--- src/rtl/srptl_pkg.sv ---
package srptl_pkg;

    // Widths of the main datapath words.
    localparam int SPEED_W = 16;
    localparam int SUM_W   = SPEED_W + 1;
    localparam int QUO_W   = 15;
    localparam int CNT_W   = $clog2(QUO_W + 1);
    localparam int MUL_A_W = 16;
    localparam int MUL_B_W = 17;
    localparam int PROD_W  = MUL_A_W + MUL_B_W;

    // Upper clamp of the integral term.
    localparam logic [15:0] TORQUE_CEILING = 16'd65535;

    // Configuration register indexes.
    localparam logic [2:0] CFG_METHOD   = 3'd0;
    localparam logic [2:0] CFG_PERIOD   = 3'd1;
    localparam logic [2:0] CFG_SLIP_LO  = 3'd2;
    localparam logic [2:0] CFG_SLIP_HI  = 3'd3;
    localparam logic [2:0] CFG_GAIN_P   = 3'd4;
    localparam logic [2:0] CFG_GAIN_I   = 3'd5;
    localparam logic [2:0] CFG_GAIN_D   = 3'd6;
    localparam logic [2:0] CFG_FLOOR    = 3'd7;

    // Reset values of the configuration registers.
    localparam logic        RST_METHOD  = 1'b0;
    localparam logic [15:0] RST_PERIOD  = 16'd10;
    localparam logic [15:0] RST_SLIP_LO = 16'd1638;
    localparam logic [15:0] RST_SLIP_HI = 16'd4915;
    localparam logic [15:0] RST_GAIN_P  = 16'd1000;
    localparam logic [15:0] RST_GAIN_I  = 16'hFFF6;
    localparam logic [15:0] RST_GAIN_D  = 16'd100;
    localparam logic [15:0] RST_FLOOR   = 16'd0;

    // Handshake between the sequencer and the serial divider.
    typedef struct packed {
        logic             start;
        logic [SUM_W-1:0] dividend;
        logic [SUM_W-1:0] divisor;
    } t_div_req;

    typedef struct packed {
        logic             done;
        logic [QUO_W-1:0] quotient;
    } t_div_rsp;

endpackage

--- src/rtl/slip_ratio_pid_torque_limiter_unit.sv ---
// Traction control torque limiter. Each input transfer carries a time stamp,
// the pedal torque and four wheel speeds, and yields one result transfer.
// When the sample period has not elapsed the pedal torque is passed through.
// Otherwise the slip ratio is formed by a 15-step serial divider and, when
// the slip is neither inside nor below the window, a PID term is evaluated
// on one shared multiplier used three times; items whose slip saturates or
// whose rear speed is zero skip the divider. The block takes a new item only
// when the previous one has left the sequencer; a finished result may still
// wait in the output register.
module slip_ratio_pid_torque_limiter_unit (
    input  logic               i_clk,
    input  logic               i_rst_n,
    // Input channel
    input  logic               i_in_valid,
    output logic               o_in_stall,
    input  logic [31:0]        i_time_now,
    input  logic [15:0]        i_pedal_torque,
    input  logic [15:0]        i_speed_front_left,
    input  logic [15:0]        i_speed_front_right,
    input  logic [15:0]        i_speed_rear_left,
    input  logic [15:0]        i_speed_rear_right,
    // Output channel
    output logic               o_out_valid,
    input  logic               i_out_stall,
    output logic [15:0]        o_torque_command,
    output logic               o_executed,
    output logic               o_limiting,
    output logic signed [15:0] o_slip_value,
    // Configuration port
    input  logic               i_cfg_we,
    input  logic [2:0]         i_cfg_index,
    input  logic [15:0]        i_cfg_data
);

    typedef enum logic [7:0] {
        S_IDLE = 8'b0000_0001,
        S_PREP = 8'b0000_0010,
        S_DIV  = 8'b0000_0100,
        S_WIN  = 8'b0000_1000,
        S_MULP = 8'b0001_0000,
        S_MULI = 8'b0010_0000,
        S_MULD = 8'b0100_0000,
        S_DONE = 8'b1000_0000
    } t_state;

    localparam int SW = srptl_pkg::SUM_W;

    t_state r_state;
    t_state n_state;

    // Configuration registers
    logic               r_method;
    logic [15:0]        r_period;
    logic signed [15:0] r_slip_lo;
    logic signed [15:0] r_slip_hi;
    logic signed [15:0] r_gain_p;
    logic signed [15:0] r_gain_i;
    logic signed [15:0] r_gain_d;
    logic [15:0]        r_floor;

    // Controller state
    logic [31:0]        r_last_time;
    logic [15:0]        r_integral;
    logic [15:0]        r_prior;

    // Captured input item
    logic [31:0]        r_now;
    logic [15:0]        r_pedal;
    logic [15:0]        r_fl;
    logic [15:0]        r_fr;
    logic [15:0]        r_rl;
    logic [15:0]        r_rr;

    // Working registers
    logic               r_neg;
    logic signed [15:0] r_slip;
    logic signed [17:0] r_p;
    logic [15:0]        r_cmd;
    logic               r_exec;
    logic               r_lim;

    // Output register
    logic               r_out_valid;
    logic [15:0]        r_o_cmd;
    logic               r_o_exec;
    logic               r_o_lim;
    logic signed [15:0] r_o_slip;

    logic                           w_accept;
    logic                           w_out_load;
    logic [SW-1:0]                  w_front;
    logic [SW-1:0]                  w_rear;
    logic signed [SW:0]             w_diff;
    logic [SW:0]                    w_abs;
    logic [SW-1:0]                  w_mag;
    logic [31:0]                    w_elapsed;
    logic                           w_run;
    logic signed [16:0]             w_tsum;
    logic signed [15:0]             w_target;
    logic signed [16:0]             w_err;
    logic signed [16:0]             w_pdiff;
    logic                           w_inside;
    logic                           w_below;
    logic signed [srptl_pkg::MUL_A_W-1:0] w_mul_a;
    logic signed [srptl_pkg::MUL_B_W-1:0] w_mul_b;
    logic signed [srptl_pkg::PROD_W-1:0]  w_prod;
    logic signed [17:0]             w_iterm;
    logic signed [18:0]             w_acc;
    logic [15:0]                    n_integral;
    logic signed [34:0]             w_sum;
    logic [15:0]                    n_cmd;
    srptl_pkg::t_div_req            w_div_req;
    srptl_pkg::t_div_rsp            w_div_rsp;

    assign w_accept   = i_in_valid && !o_in_stall;
    assign o_in_stall = (r_state != S_IDLE);
    assign w_out_load = (r_state == S_DONE) && (!r_out_valid || !i_out_stall);

    // Front and rear speeds, the magnitude of their difference and the period test.
    always_comb begin
        if (r_method) begin
            w_front = {1'b0, (r_fl < r_fr) ? r_fl : r_fr};
            w_rear  = {1'b0, (r_rl > r_rr) ? r_rl : r_rr};
        end else begin
            w_front = {1'b0, r_fl} + {1'b0, r_fr};
            w_rear  = {1'b0, r_rl} + {1'b0, r_rr};
        end
        w_diff    = $signed({1'b0, w_rear}) - $signed({1'b0, w_front});
        w_abs     = w_diff[SW] ? (~w_diff + 1'b1) : w_diff;
        w_mag     = w_abs[SW-1:0];
        w_elapsed = r_now - r_last_time;
        w_run     = (w_elapsed >= {16'b0, r_period});
    end

    // Window test and error terms.
    always_comb begin
        w_tsum   = 17'(r_slip_lo) + 17'(r_slip_hi);
        w_target = w_tsum[16:1];
        w_err    = 17'(w_target) - 17'(r_slip);
        w_pdiff  = $signed({1'b0, r_pedal}) - $signed({1'b0, r_prior});
        w_inside = (r_slip > r_slip_lo) && (r_slip < r_slip_hi);
        w_below  = (r_slip < r_slip_lo);
    end

    // Operand selection for the shared multiplier.
    always_comb begin
        unique case (r_state)
            S_WIN: begin
                w_mul_a = r_gain_p;
                w_mul_b = w_err;
            end
            S_MULP: begin
                w_mul_a = r_gain_i;
                w_mul_b = w_err;
            end
            default: begin
                w_mul_a = r_gain_d;
                w_mul_b = w_pdiff;
            end
        endcase
    end

    srptl_mul u_mul (
        .i_clk  (i_clk),
        .i_a    (w_mul_a),
        .i_b    (w_mul_b),
        .o_prod (w_prod)
    );

    assign w_div_req.start    = (r_state == S_PREP) && w_run && (w_rear != '0) &&
                                (w_mag < w_rear);
    assign w_div_req.dividend = w_mag;
    assign w_div_req.divisor  = w_rear;

    srptl_div u_div (
        .i_clk   (i_clk),
        .i_rst_n (i_rst_n),
        .i_req   (w_div_req),
        .o_rsp   (w_div_rsp)
    );

    // Integral update with clamping to the floor and the ceiling.
    always_comb begin
        w_iterm = w_prod[srptl_pkg::PROD_W-1:15];
        w_acc   = $signed({3'b0, r_integral}) + 19'(w_iterm);
        if (w_acc < $signed({3'b0, r_floor})) begin
            n_integral = r_floor;
        end else if (w_acc > $signed({3'b0, srptl_pkg::TORQUE_CEILING})) begin
            n_integral = srptl_pkg::TORQUE_CEILING;
        end else begin
            n_integral = w_acc[15:0];
        end
    end

    // PID sum limited to the floor and the pedal; the pedal test wins.
    always_comb begin
        w_sum = 35'(r_p) + $signed({19'b0, r_integral}) + 35'(w_prod);
        if (w_sum > $signed({19'b0, r_pedal})) begin
            n_cmd = r_pedal;
        end else if (w_sum < $signed({19'b0, r_floor})) begin
            n_cmd = r_floor;
        end else begin
            n_cmd = w_sum[15:0];
        end
    end

    // Sequencer next state.
    always_comb begin
        n_state = r_state;
        unique case (r_state)
            S_IDLE: begin
                if (w_accept) begin
                    n_state = S_PREP;
                end
            end
            S_PREP: begin
                priority if (!w_run) begin
                    n_state = S_DONE;
                end else if (w_div_req.start) begin
                    n_state = S_DIV;
                end else begin
                    n_state = S_WIN;
                end
            end
            S_DIV: begin
                if (w_div_rsp.done) begin
                    n_state = S_WIN;
                end
            end
            S_WIN: begin
                n_state = (w_inside || w_below) ? S_DONE : S_MULP;
            end
            S_MULP: n_state = S_MULI;
            S_MULI: n_state = S_MULD;
            S_MULD: n_state = S_DONE;
            S_DONE: begin
                if (w_out_load) begin
                    n_state = S_IDLE;
                end
            end
            default: n_state = S_IDLE;
        endcase
    end

    // Control state, configuration and controller state.
    always_ff @(posedge i_clk) begin
        if (!i_rst_n) begin
            r_state     <= S_IDLE;
            r_out_valid <= 1'b0;
            r_method    <= srptl_pkg::RST_METHOD;
            r_period    <= srptl_pkg::RST_PERIOD;
            r_slip_lo   <= srptl_pkg::RST_SLIP_LO;
            r_slip_hi   <= srptl_pkg::RST_SLIP_HI;
            r_gain_p    <= srptl_pkg::RST_GAIN_P;
            r_gain_i    <= srptl_pkg::RST_GAIN_I;
            r_gain_d    <= srptl_pkg::RST_GAIN_D;
            r_floor     <= srptl_pkg::RST_FLOOR;
            r_last_time <= '0;
            r_integral  <= '0;
            r_prior     <= '0;
        end else begin
            r_state <= n_state;

            if (w_out_load) begin
                r_out_valid <= 1'b1;
            end else if (!i_out_stall) begin
                r_out_valid <= 1'b0;
            end

            if (i_cfg_we) begin
                unique case (i_cfg_index)
                    srptl_pkg::CFG_METHOD:  r_method  <= i_cfg_data[0];
                    srptl_pkg::CFG_PERIOD:  r_period  <= i_cfg_data;
                    srptl_pkg::CFG_SLIP_LO: r_slip_lo <= i_cfg_data;
                    srptl_pkg::CFG_SLIP_HI: r_slip_hi <= i_cfg_data;
                    srptl_pkg::CFG_GAIN_P:  r_gain_p  <= i_cfg_data;
                    srptl_pkg::CFG_GAIN_I:  r_gain_i  <= i_cfg_data;
                    srptl_pkg::CFG_GAIN_D:  r_gain_d  <= i_cfg_data;
                    srptl_pkg::CFG_FLOOR:   r_floor   <= i_cfg_data;
                    default: ;
                endcase
            end

            if ((r_state == S_PREP) && w_run) begin
                r_last_time <= r_now;
            end
            if ((r_state == S_WIN) && w_inside) begin
                r_integral <= '0;
                r_prior    <= '0;
            end
            if (r_state == S_MULI) begin
                r_integral <= n_integral;
            end
            if (r_state == S_MULD) begin
                r_prior <= r_pedal;
            end
        end
    end

    // Item capture and working values.
    always_ff @(posedge i_clk) begin
        if (w_accept) begin
            r_now   <= i_time_now;
            r_pedal <= i_pedal_torque;
            r_fl    <= i_speed_front_left;
            r_fr    <= i_speed_front_right;
            r_rl    <= i_speed_rear_left;
            r_rr    <= i_speed_rear_right;
        end

        if (r_state == S_PREP) begin
            r_cmd  <= r_pedal;
            r_lim  <= 1'b0;
            r_exec <= w_run;
            r_neg  <= w_diff[SW];
            priority if (!w_run || (w_rear == '0)) begin
                r_slip <= '0;
            end else if (w_mag >= w_rear) begin
                r_slip <= w_diff[SW] ? 16'sh8000 : 16'sh7FFF;
            end else begin
                r_slip <= '0;
            end
        end

        if ((r_state == S_DIV) && w_div_rsp.done) begin
            r_slip <= r_neg ? -$signed({1'b0, w_div_rsp.quotient})
                            : $signed({1'b0, w_div_rsp.quotient});
        end

        if (r_state == S_MULP) begin
            r_p <= w_prod[srptl_pkg::PROD_W-1:15];
        end

        if (r_state == S_MULD) begin
            r_cmd <= n_cmd;
            r_lim <= 1'b1;
        end

        if (w_out_load) begin
            r_o_cmd  <= r_cmd;
            r_o_exec <= r_exec;
            r_o_lim  <= r_lim;
            r_o_slip <= r_slip;
        end
    end

    assign o_out_valid      = r_out_valid;
    assign o_torque_command = r_o_cmd;
    assign o_executed       = r_o_exec;
    assign o_limiting       = r_o_lim;
    assign o_slip_value     = r_o_slip;

endmodule

--- src/rtl/srptl_div.sv ---
// Restoring divider producing one quotient bit per cycle. The dividend is
// always below the divisor, so the quotient is a pure fraction of QUO_W bits.
module srptl_div (
    input  logic               i_clk,
    input  logic               i_rst_n,
    input  srptl_pkg::t_div_req i_req,
    output srptl_pkg::t_div_rsp o_rsp
);

    logic                          r_busy;
    logic                          r_done;
    logic [srptl_pkg::CNT_W-1:0]   r_cnt;
    logic [srptl_pkg::SUM_W-1:0]   r_rem;
    logic [srptl_pkg::SUM_W-1:0]   r_dvs;
    logic [srptl_pkg::QUO_W-1:0]   r_quo;
    logic [srptl_pkg::SUM_W:0]     w_shift;
    logic                          w_ge;
    logic [srptl_pkg::SUM_W:0]     w_sub;
    logic [srptl_pkg::SUM_W-1:0]   n_rem;

    // One compare-and-subtract step on the doubled remainder.
    always_comb begin
        w_shift = {r_rem, 1'b0};
        w_ge    = (w_shift >= {1'b0, r_dvs});
        w_sub   = w_shift - {1'b0, r_dvs};
        n_rem   = w_ge ? w_sub[srptl_pkg::SUM_W-1:0] : w_shift[srptl_pkg::SUM_W-1:0];
    end

    // Step counter and completion pulse.
    always_ff @(posedge i_clk) begin
        if (!i_rst_n) begin
            r_busy <= 1'b0;
            r_done <= 1'b0;
            r_cnt  <= '0;
        end else begin
            r_done <= 1'b0;
            if (i_req.start) begin
                r_busy <= 1'b1;
                r_cnt  <= srptl_pkg::CNT_W'(srptl_pkg::QUO_W);
            end else if (r_busy) begin
                r_cnt <= r_cnt - 1'b1;
                if (r_cnt == srptl_pkg::CNT_W'(1)) begin
                    r_busy <= 1'b0;
                    r_done <= 1'b1;
                end
            end
        end
    end

    // Remainder and quotient shift register.
    always_ff @(posedge i_clk) begin
        if (i_req.start) begin
            r_rem <= i_req.dividend;
            r_dvs <= i_req.divisor;
            r_quo <= '0;
        end else if (r_busy) begin
            r_rem <= n_rem;
            r_quo <= {r_quo[srptl_pkg::QUO_W-2:0], w_ge};
        end
    end

    assign o_rsp.done     = r_done;
    assign o_rsp.quotient = r_quo;

endmodule

--- src/rtl/srptl_mul.sv ---
// Shared signed multiplier with a registered product, reused for the
// proportional, integral and derivative terms in turn.
module srptl_mul (
    input  logic                                i_clk,
    input  logic signed [srptl_pkg::MUL_A_W-1:0] i_a,
    input  logic signed [srptl_pkg::MUL_B_W-1:0] i_b,
    output logic signed [srptl_pkg::PROD_W-1:0]  o_prod
);

    logic signed [srptl_pkg::PROD_W-1:0] r_prod;

    // Product is ready in the cycle after the operands are presented.
    always_ff @(posedge i_clk) begin
        r_prod <= srptl_pkg::PROD_W'(i_a) * srptl_pkg::PROD_W'(i_b);
    end

    assign o_prod = r_prod;

endmodule

--- config.mk ---
export PLATFORM = sky130hd
export DESIGN_NAME = slip_ratio_pid_torque_limiter_unit
export DESIGN_NICKNAME = d
export VERILOG_FILES = /design/src/rtl/srptl_pkg.sv /design/src/rtl/slip_ratio_pid_torque_limiter_unit.sv /design/src/rtl/srptl_div.sv /design/src/rtl/srptl_mul.sv
export SDC_FILE = /design/constraint.sdc
export NUM_CORES = 2
export LEC_CHECK = 0
export BUFFER_PORTS_ARGS = -buffer_cell sky130_fd_sc_hd__buf_2
export CORE_MARGIN = 1.5
export CORE_UTILIZATION = 45
export CTS_BUF_LIST = sky130_fd_sc_hd__clkbuf_4
export CTS_CLUSTER_SIZE = 40
export DETAILED_ROUTE_END_ITERATION = 8
export SYNTH_ARGS = -nofsm -noshare
export SYNTH_HDL_FRONTEND = slang
export SYNTH_SLANG_ARGS = --single-unit
--- constraint.sdc ---
create_clock -name i_clk -period 19.74 [get_ports i_clk]
set_clock_uncertainty 0.15 [all_clocks]
set_input_delay 0.987 -clock i_clk [delete_from_list [all_inputs] [get_ports i_clk]]
set_output_delay 0.987 -clock i_clk [all_outputs]
set_load 0.02 [all_outputs]
## Yosys cells after proc, flatten, opt, wreduce, memory -nomap -nowiden

Index checks and enable logic that the tools add are counted.

- Word-level logic and storage cells: 162
- Register bits after elaboration: 473
- Output and inout bits: 36
- Bits of input ports: 136

- Equality and inequality tests: 21
- Add/sub/neg operators: 14
- Order comparisons: 13
- $mul: 1
- Multiplexer cells: 40
- Bitwise gates (word level): 3
- Reductions and logical operators: 34

Operators by type and width:

| kind | count |
|---|---|
| $mux W16 | 17 |
| $mux W17 | 7 |
| $pmux W8 S8 | 1 |
| $add A16 B16 Y17 | 3 |
| $lt A16 B16 Y1 | 3 |
| $mux W8 | 5 |
| $add A19 B33 Y34 | 1 |
| $gt A34 B17 Y1 | 1 |
| $lt A34 B17 Y1 | 1 |
| $sub A16 B16 Y17 | 2 |
| $mul A16 B17 Y33 | 1 |
| $ge A32 B16 Y1 | 1 |
| $gt A16 B16 Y1 | 2 |
| $pmux W16 S2 | 1 |
| $sub A32 B32 Y32 | 1 |
| $add A17 B18 Y19 | 1 |
| $add A18 B17 Y19 | 1 |
| $gt A19 B17 Y1 const B | 1 |
| $lt A19 B17 Y1 | 1 |
| $ge A18 B17 Y1 | 1 |
| $sub A17 B17 Y18 | 1 |
| $add A17 B1 Y17 const B | 1 |
| $ge A17 B17 Y1 | 1 |
| $logic_not A17 Y1 | 1 |
| other kinds (33) | 70 |

## Logic depth before layout (Yosys ltp)

- Depth after elaboration: 12
- Mapped depth: 44
- Depth with buffers taken out: 43

## Cells and area by module

From an unflattened synthesis, not the netlist that was laid out.

- Cell total of the unflattened synthesis: 4682
- Area total of the unflattened synthesis: 42338.1 sq um

By module, submodules not included:

| module | area an instance (sq um) | seq. area each (sq um) | instances | cells each |
|---|---|---|---|---|
| slip_ratio_pid_torque_limiter_unit | 28210.8 | 9689.3 | 1 | 3208 |
| srptl_mul | 10944.2 | 660.6 | 1 | 1168 |
| srptl_div | 3183.1 | 1441.4 | 1 | 306 |

## Worst setup path after synthesis

OpenSTA, ideal clock, no wires.

- Path type: register -> register
- Start point: register r_slip_lo[1]
- End point: register u_mul.r_prod, in the netlist u_mul.o_prod[29]
- Cell stages (with the launch flop): 41
- Required time: 19.518 ns
- Arrival: 9.255 ns
- Setup time: 0.072 ns
- Path buffers: 1
- Setup slack: 10.263 ns
- Clock period less this slack: 9.477 ns
- Cell sequence: dfxtp_1 inv_1 fa_1 nor2b_1 o21ai_0 a21boi_0 o21ai_0 a21boi_0 o21ai_0 a21boi_0 o21ai_0 nor2b_1 xnor2_1 ha_1 or2_2 a21oi_1 a31oi_1 a31o_2 [5 not listed] inv_1 fa_1 fa_1 inv_1 fa_1 fa_1 inv_1 fa_1 inv_1 ha_1 and3_1 and3_1 a221oi_1 o2111ai_1 a41o_1 a21o_1 a21oi_1 xnor2_1

- Longest elaborated chain between the ends: 4

Ends and longest elaborated chain:

| element | line | RTL |
|---|---|---|
| from (decl) | slip_ratio_pid_torque_limiter_unit.sv:54 | `logic signed [15:0] r_slip_lo;` |
| from (signal assigned) | slip_ratio_pid_torque_limiter_unit.sv:252 | `r_slip_lo <= srptl_pkg::RST_SLIP_LO;` |
| from (signal assigned) | slip_ratio_pid_torque_limiter_unit.sv:274 | `srptl_pkg::CFG_SLIP_LO: r_slip_lo <= i_cfg_data;` |
| $add A16 B16 Y17 | slip_ratio_pid_torque_limiter_unit.sv:137 | `w_tsum = 17'(r_slip_lo) + 17'(r_slip_hi);` |
| $sub A16 B16 Y17 | slip_ratio_pid_torque_limiter_unit.sv:139 | `w_err = 17'(w_target) - 17'(r_slip);` |
| $mux W17 | slip_ratio_pid_torque_limiter_unit.sv:147 | `unique case (r_state)` |
| $mul A16 B17 Y33 | srptl_mul.sv:14 | `r_prod <= srptl_pkg::PROD_W'(i_a) * srptl_pkg::PROD_W'(i_b);` |
| to (signal assigned) | srptl_mul.sv:14 |  |
| to (decl) | srptl_mul.sv:10 | `logic signed [srptl_pkg::PROD_W-1:0] r_prod;` |

Every way passes these cells.
A chain may end at the register's enable or synchronous reset.

## Worst setup path after layout

Ends and elaborated chain as after synthesis.

==> out/results.ini <==
[grt]
grt_max_degree = 110
grt_pass1_wl_mm = 184
grt_usage_pct = 24.6
first_global_vias = 33400
overflow = 0
antenna_found_initial = 9

[cts]
htreeDepth = 4
ctsResizeCount = 0
postCtsSetupBuffers = 0
clock_latency_ns = 1.02
cts.sinks = 473
cts_buffers = 135
clk_pin_slew_ns = 0.06
cts.path.max_buffers = 3
tritoncts = done
cts_root_buf = clkbuf_4

[status]
status = finished, final reports clean

[final_layout]
layout.cells.non_filler = 6327
area_delta_synth_final_pct = 12.1
layout.nets = 5835
drive_gt1_share_pct = 9.98
fillerInstances = 8894

[timing]
slew_violations = 0
rsz0062_at_grt = false
slew_headroom_pct = 13.8
report.final.setup_viol = 0
tns_ns = 0
worst_pin_slew_ns = 1.29
hold_viol_final = 0
finalCritPeriodShare_pct = 53.8
min_period_ns = 10.63
whs_ns = 0.170
setup_ws_ns = 9.11
fmax_ghz = 0.0941

[yosys]
synthCells = 4646
yosysTopAreaCell = edfxtp_1
syn_nets = 5517
synth_edf_count = 232
synth_top_cells_by_area = edfxtp_1, fa_1, ha_1
synth_top_area_share_pct = 16.5
synth.most_common_cell = inv_1
synth_area_um2 = 42300
synth_cell_type_count = 88
synth_ff_type = dfxtp_1
syn_area_per_cell_um2 = 9.10
synth-seq-area-share_pct = 27.9
synth_common_cells = inv_1, nand2_1, ha_1
async_flop_share_pct = 0
ys_ff_latch = 473
ys_warn_count = 0

[worst_setup_path]
crit_path_start_kind = flop
required_ns = 20.48
slowest_delay_ns = 0.74
crit_fanout = 9
cpMaxStageDelayCell = mux2i_1
path_class = reg2reg
cp.arrival_ns = 11.36
worst_setup_path_end_kind = flop
rr_worst_depth = 40
crit_top_cell = fa_1

[drt]
drt-total-wl_mm = 117
drt_first_iter_violations = 2222
via_per_inst = 5.35
vias = 33800
drtAntennaViolNets = 0
drc = 0
firstDrtPassIters = 6
routedWlPerCell_um = 18.4

[placement]
hpwl_mm = 90.9
dpl.cell_count = 5972
dpl_worst_slack_ns = 9.29
finalWeightedCongestion = 0.921
port_buffers = 171

[worst_hold_path]
hold_path_depth = 1
hp-class = in2reg

[floorplanning]
start_util_pct = 45.4
die_w_um = 310
die_h_um = 310
die-area_um2 = 95800
core_um2 = 93200
num_rows = 112
num_io_pins = 172

[flow_run]
drv_cap = 0

==> final timing paths <==
path | to | from | slack, ns
hold reg to reg | o_limiting$_DFFE_PP_ | r_lim$_SDFFE_PN1P_ | 0.24
hold / removal | r_pedal[10]$_DFFE_PP_ | i_pedal_torque[10] | 0.17
setup / recovery | u_mul.o_prod[29]$_DFF_P_ | r_slip_lo[1]$_SDFFE_PN1P_ | 9.11
setup reg to reg | u_mul.o_prod[29]$_DFF_P_ | r_slip_lo[1]$_SDFFE_PN1P_ | 9.11
==> layout by cell type (no fill, tap or decap), types with 69 or more instances in the layout <==
cell	Yosys	layout
fa_1	296	296
buf_2	8	170
xnor2_1	133	133
o21ai_0	165	165
nor2_1	324	322
a21boi_0	97	97
nor3_1	69	69
nand2_1	544	544
dfxtp_1	241	240
dlygate4sd3_1	0	109
clkbuf_4	0	189
a21o_1	102	102
inv_1	633	633
a21oi_1	198	197
edfxtp_1	232	232
mux2i_1	114	114
ha_1	439	439
nand3_1	72	72
==> routing by layer <==
metal | GRT usage (%) | wire (µm)
met5 | 0 | 23
met4 | 10.3 | 4010
met2 | 39.9 | 53700
met1 | 32.8 | 52600
met3 | 3.65 | 6360
==> layout make-up <==
class | count | area, µm² | area share, %
multi-input combinational | 3402 | 27600 | 58.3
sequential | 473 | 11800 | 24.9
inverter | 633 | 2380 | 5.01
timing repair buffer | 319 | 2250 | 4.74
tap | 1254 | 1570 | 3.31
clock buffer | 189 | 1420 | 2.99
clock inverter | 52 | 368 | 0.776
antenna | 5 | 12.5 | 0.0264
==> worst max-delay path: cells and delay by family, from the launching register on <==
kind            cells  cell delay (ns)
xor+xnor            3             0.48
compound gates     18             3.56
simple gates        4             0.74
buf+inv             5             0.30
flops               1             0.33
fa+ha+maj           9             4.21
mux                 1             0.74
==> state kept, by name (all words and copies together) (netlist names), 17 cells and up <==
register,flops
r_p,18
r_last_time,32
u_mul.o_prod,33
u_div.r_rem,17
u_div.r_dvs,17
r_now,32
==> what timing repair did <==
item,4_1_cts,5_1_grt
endpoints found under the hold margin,109,0
endpoints found under the setup margin,0,0
hold buffers,109,0
==> logic make-up after synthesis <==
logic type	count (synthesis)	share of synthesized area, %
AO/OA/AOI/OAI	955	15.3
multiplexers	150	3.79
buffers and inverters	771	6.95
AND/OR/NAND/NOR	1362	15.0
XOR/XNOR	199	4.12
flip-flops	473	27.9
adder cells (fa/ha/maj)	736	27.0
==> through the flow <==
| stage | area (µm²) | utilization, % |
|---|---|---|
| 5_1_grt | 47400 | 50.9 |
| 4_1_cts | 47400 | 50.9 |
| 2_1_floorplan | 42300 | - |
| 6_report | 47400 | 50.9 |
| 3_5_place_dp | 44500 | 47.8 |
| 3_3_place_gp | 44500 | 47.8 |
Power is left out: the tool's default activity adds up to more than one toggle a clock period on the data nets, which glitch-free logic cannot reach.
